File: src/timestamp_to_pcr_converter_core_assert.svh
// Assertion macros used by the converter's top-level RTL file.
`ifndef TIMESTAMP_TO_PCR_CONVERTER_CORE_ASSERT_SVH
`define TIMESTAMP_TO_PCR_CONVERTER_CORE_ASSERT_SVH
// Implication checked at every rising clock edge outside reset.
`define TPC_ASSERT_IMPL(label, clk, rst, lhs, rhs) \
   label: assert property (@(posedge clk) disable iff (rst) (lhs) |-> (rhs)) \
      else $error("assertion failed");
// Next-cycle implication checked outside reset.
`define TPC_ASSERT_NEXT(label, clk, rst, lhs, rhs) \
   label: assert property (@(posedge clk) disable iff (rst) (lhs) |=> (rhs)) \
      else $error("assertion failed");
`endif

File: src/tpc_pkg.sv
// Package with constants and types of the time stamp converter.
`default_nettype none
package tpc_pkg;
   localparam int StampWidth = 64;
   localparam int PcrWidth   = 42;
   localparam int OriginWidth = 4;
   localparam logic [63:0] ClockHz = 64'd27000000;
   localparam logic [63:0] PcrWrap = 64'd2576980377600;
   localparam logic [0:0] RegTickRate = 1'd0;
   localparam logic [0:0] RegStampOrigin = 1'd1;

   // Cycles through tpc_mul27: partial products, then their sum.
   localparam int MulLat = 2;
   // The wrap is 75 * 2^35: the low bits pass, the rest is reduced modulo 75.
   localparam int WrapLow = 35;
   localparam int WrapShift = 36;
   localparam logic [6:0] WrapMult = 7'd75;
   // floor(2^36 / 75), the reciprocal used for the modulo-75 step.
   localparam logic [29:0] WrapRecip = 30'd916259689;

   // Per-word control that travels with the conversion pipeline.
   typedef struct packed {
      logic                   valid;
      logic                   stamp_valid;
      logic                   coarse;
      logic                   passthru;
      logic [OriginWidth-1:0] origin;
   } ctl_type;
endpackage
`default_nettype wire

File: src/tpc_mul27.sv
// Pipelined multiply of a 64-bit value by 27e6, truncated to 64 bits.
`default_nettype none
module tpc_mul27 (
   input  wire logic        clock,
   input  wire logic        enable,
   input  wire logic [63:0] value,
   output logic [63:0]      product
);
   import tpc_pkg::*;
   // 27e6 fits in 25 bits; the value is split in two 32-bit halves.
   // Only the low 32 bits of the upper partial product reach the result.
   logic [56:0] lo_ff, lo_in;
   logic [31:0] hi_ff, hi_in;
   logic [63:0] prod_ff, prod_in;

   assign lo_in = 57'(value[31:0]) * 57'(ClockHz[24:0]);
   assign hi_in = 32'(57'(value[63:32]) * 57'(ClockHz[24:0]));
   assign prod_in = 64'(lo_ff) + {hi_ff, 32'd0};
   assign product = prod_ff;

   always_ff @(posedge clock) begin
      if (enable) begin
         lo_ff <= lo_in;
         hi_ff <= hi_in;
         prod_ff <= prod_in;
      end
   end
endmodule
`default_nettype wire

File: config.mk
export PLATFORM = sky130hd
export DESIGN_NAME = tpc_mul27
export DESIGN_NICKNAME = d
export VERILOG_FILES = /design/src/timestamp_to_pcr_converter_core_assert.svh /design/src/tpc_pkg.sv /design/src/tpc_mul27.sv
export SDC_FILE = /design/constraint.sdc
export NUM_CORES = 1
export LEC_CHECK = 0
export ABC_AREA = 1
export BUFFER_PORTS_ARGS = -buffer_cell sky130_fd_sc_hd__buf_2
export CORE_MARGIN = 4
export CORE_UTILIZATION = 40
export CTS_BUF_LIST = sky130_fd_sc_hd__clkbuf_8
export DETAILED_ROUTE_END_ITERATION = 7
export GPL_ROUTABILITY_DRIVEN = 0
export PLACE_DENSITY = 0.63
export SLEW_MARGIN = 15
export SYNTH_ARGS = -nofsm -noshare
export SYNTH_HDL_FRONTEND = slang
export SYNTH_SLANG_ARGS = --single-unit
File: constraint.sdc
create_clock -name clock -period 5.8 [get_ports clock]
set_input_delay 1.16 -clock clock [delete_from_list [all_inputs] [get_ports clock]]
set_output_delay 1.16 -clock clock [all_outputs]
set_load 0.05 [all_outputs]
---- Word level (Yosys, flattened, before mapping) ----
Index checks and enable logic that the tools add are counted.
word-level totals
  bits in registers ....................... 141
  input port bits ......................... 66
  output and inout bits ................... 64
  logic and storage cells ................. 6
cells by class
  $add $sub $neg .......................... 1
  multiply operators ...................... 2
operator list
  kind                      number
  $add A57 B64 Y64          1
  $mul A32 B19 Y51 const B  1
  $mul A32 B19 Y26 const B  1

---- Depth between registers and ports, before layout ----
  depth in word-level cells ............... 1
  mapped depth ............................ 23
  depth with buffers taken out ............ 23

---- Least setup slack after synthesis ----
Ideal clock, no wire load.
  path kind ............................... input port to flip-flop
  start ................................... input value[10]
  end ..................................... register lo_ff[46] (data pin)
  library setup time ...................... 0.253 ns
  arrival time ............................ 5.609 ns
  required time ........................... 5.547 ns
  path slack .............................. -0.062 ns
  stages .................................. 19
  buffers on the path ..................... 0
  path through ............................ inv_1 > fa_1 > fa_1 > fa_1 > inv_1 > fa_1 > fa_1 > inv_1 > fa_1 > inv_1 > ha_1 > nand2_1 > nor2_1 > nor2_1 > o21ai_0 > o21ai_0 > nand3_1 > nand2_1 > nand2_1
between the ends
  longest elaborated chain between the ends .. 1
ends and longest elaborated chain
  element                 line             source
  start: declaration      tpc_mul27.sv:6   input wire logic [63:0] value,
  $mul A32 B19 Y51        tpc_mul27.sv:16  assign lo_in = 57'(value[31:0]) * 57'(ClockHz[24:0]);
  named net lo_in[46]     tpc_mul27.sv:12  logic [56:0] lo_ff, lo_in;
  end signal: assignment  tpc_mul27.sv:23  lo_ff <= lo_in;
  end: declaration        tpc_mul27.sv:12
The timed path passes the listed nets, and every way through them passes these cells.
A chain may end at the register's enable or synchronous reset.

---- Final worst setup path ----
  start ................................... input value[11]
  end ..................................... register lo_ff[36] (data pin)
The elaborated chain is that of the path after synthesis.

==> reports/qor.yml <==
layout_setup_ws_ns: -0.0165
fin_skew_ns: 0.0171
final_cells: 4075
drc: 0
hold_viol_final: 0
worstPathMaxFanout: 4
finalNetCount: 4043
crit_path_max_incr_delay_ns: 0.62
fmax_ghz: 0.172
worst_slew_pin_slew_ns: 0.936
grt_usage_pct: 19.1
crit_type: "primary input to flop"
synth_cell_type_count: 41
grt-ovfl-total: 0
routed_via_density: 4.63
vias: 18900
die_w_um: 258
setup_viol: 1
io_buffers: 117
hpwlAfterDp_um: 56600
dp_slack_ns: -0.748
syn_inst: 2680
async_flop_share_pct: 0
clk_latency_ns: 0.45
grt_pass1_wl_um: 101000
wl_per_cell_um: 15.5
violations: "negative setup slack"
drt-total-wl_um: 63300
synthFlopType: "edfxtp_1"
clk_pin_slew_ns: 0.09
fin_setup_tns_ns: -0.0165
ys_ff_latch: 135
critPathRequiredTime_ns: 6.06
cp_cell_sequence: "buf_4 -> clkinvlp_4 -> fa_2 -> fa_2 -> fa_1 -> inv_1 -> fa_2 -> fa_1 -> inv_1 -> fa_1 -> inv_1 -> ha_4 -> a21oi_4 -> o21ai_2 -> a21oi_1 -> o21ai_1 -> a21oi_1 -> xor2_1"
cts_tree: "built"
cts_buffer_depth: 2
fin_util_pct: 51.3
syn_area_per_cell_um2: 9.31
slowest_stage: "fa_2"
h-tree-depth: 4
drtIter0Drc: 1044
nFillCells: 5641
antenna_left: 0
grt_setup_unrepaired: "yes"
grt_max_degree: 105
die_area_um2: 66500
period_share_pct: 100
start_util_pct: 40.4
drive_gt1_share_pct: 27.5
yosysSeqAreaShare_pct: 16.2
pin_count: 130
syn2layout_area_growth_pct: 26.8
period_needed_ns: 5.82
clock_sinks: 135
slew_headroom_pct: 37.6
drv_cap: 0
cts_buffers: 17
dp.cells: 4024
status: "finished with violations"
cp_data_arrival_time_ns: 6.08
synth_edf_count: 135
syn-cell-area_um2: 25000
num_rows: 91
first_pass_iters: 7
die_y_um: 258
antenna_found_initial: 4
hold_class: "flop to flop"
cts-root-buf: "clkbuf_8"
start_kind: "primary input"
slew_violations: 0
cp-end-kind: "flop"
core-area_um2: 61700
yosysWarnings: 0
grt_pass1_vias: 19800
## area by class of cell
cell class                      count  area [µm²]  area share, %
Multi-Input combinational cell   1703       19200           60.7
Tap cell                          837        1050           3.31
Clock inverter                     15         168          0.530
Clock buffer                       17         234          0.739
Sequential cell                   135        4050           12.8
Antenna cell                        2        5.00         0.0158
Timing Repair Buffer              525        3720           11.7
Inverter                          841        3200           10.1
## flip-flops by register name (all words and copies together) (netlist names)
| register | cells |
|---|---|
| lo_ff | 51 |
| hi_ff | 26 |
| product | 58 |
## cell usage after synthesis, types with 2 or more instances
master / number / share of area, %
inv_1: 840 / 13
fa_1: 440 / 35
ha_1: 314 / 16
nand2_1: 274 / 4.1
edfxtp_1: 135 / 16
a21oi_1: 134 / 2.7
nor2_1: 134 / 2.0
xor2_1: 83 / 2.9
o21ai_0: 76 / 1.5
nand3_1: 68 / 1.4
xnor2_1: 42 / 1.5
nand4_1: 23 / 0.58
a21o_1: 16 / 0.48
nor3_1: 16 / 0.32
o21bai_1: 12 / 0.36
o21a_1: 10 / 0.30
nand2_2: 8 / 0.20
o22ai_1: 8 / 0.20
buf_4: 6 / 0.18
o21ai_2: 5 / 0.18
nand3b_1: 4 / 0.12
or2_2: 4 / 0.10
nor2_4: 3 / 0.14
nor4_1: 3 / 0.075
a21boi_0: 2 / 0.060
a21boi_2: 2 / 0.090
nand2_4: 2 / 0.090
o211ai_1: 2 / 0.060
o21ai_1: 2 / 0.040
## final timing paths
kind	end	depth (start not counted)	slack (ns)	start
hold / removal	product[16]$_DFFE_PP_	0	0.42	lo_ff[16]$_DFFE_PP_
setup / recovery	lo_ff[36]$_DFFE_PP_	18	-0.02	value[11]
setup reg to reg	product[56]$_DFFE_PP_	9	3.41	lo_ff[38]$_DFFE_PP_
hold reg to reg	product[16]$_DFFE_PP_	0	0.42	lo_ff[16]$_DFFE_PP_
## routing by layer
metal / share of wire (%) / up-vias / GRT usage [%] / routed length (µm)
li1: - / 9223 / - / -
met1: 45 / 9171 / 26.0 / 28200
met2: 49 / 390 / 32.7 / 30900
met3: 4.2 / 95 / 2.46 / 2690
met4: 2.4 / 4 / 4.51 / 1530
met5: 0.043 / - / 0 / 27
## cell families (layout without fill, tap and decap cells)
logic type	count (synthesis)	in the layout	synth area share [%]
buffers and inverters	847	1398	12.8
and+or+nand+nor	543	543	9.25
xor gates and xnor gates	125	125	4.39
DFF	135	135	16.2
other	1	8	0.0150
AOI/OAI and AO/OA	275	275	6.24
adders and majority gates	754	754	51.0
## placed cells by master, fill, tap and decap left out, types with 11 or more instances in the layout
master	count
xnor2_1	38
nand2_4	17
clkbuf_8	17
nor2_1	79
inv_4	12
inv_1	791
nand4_1	23
a21o_1	16
edfxtp_1	135
nor2_4	28
buf_4	401
buf_2	113
a21oi_2	30
nand3_2	13
a21oi_1	93
fa_1	408
ha_1	282
nor2_2	31
o21ai_1	14
inv_2	34
a21oi_4	12
o21bai_1	11
fa_2	32
nand2_2	33
o21ai_0	44
nand3_1	54
o21ai_2	21
ha_4	29
nand2_1	233
xor2_1	79
## through the flow
step           hold slack [ns]  instance area, µm²
4_1_cts                  0.424               30200
6_report                 0.417               31600
3_5_place_dp             0.405               29500
2_1_floorplan            0.400               25000
3_3_place_gp             0.401               29500
5_1_grt                  0.425               31600
## worst max-delay path, delay by kind of cell
kind / cells / cell delay (ns)
adder cells (fa/ha/maj): 7 / 3.30
AO/OA/AOI/OAI: 5 / 0.92
buffers and inverters: 5 / 0.44
XOR/XNOR: 1 / 0.25
## timing repair
item,CTS,global route
endpoints found under the setup margin,32,47
pin swaps,13,105
hold buffers,0,0
setup buffers,1,16
resized for setup,87,345
Power is not shown: default switching activity piles up to over one toggle a cycle in this logic, so the estimate is an artifact.
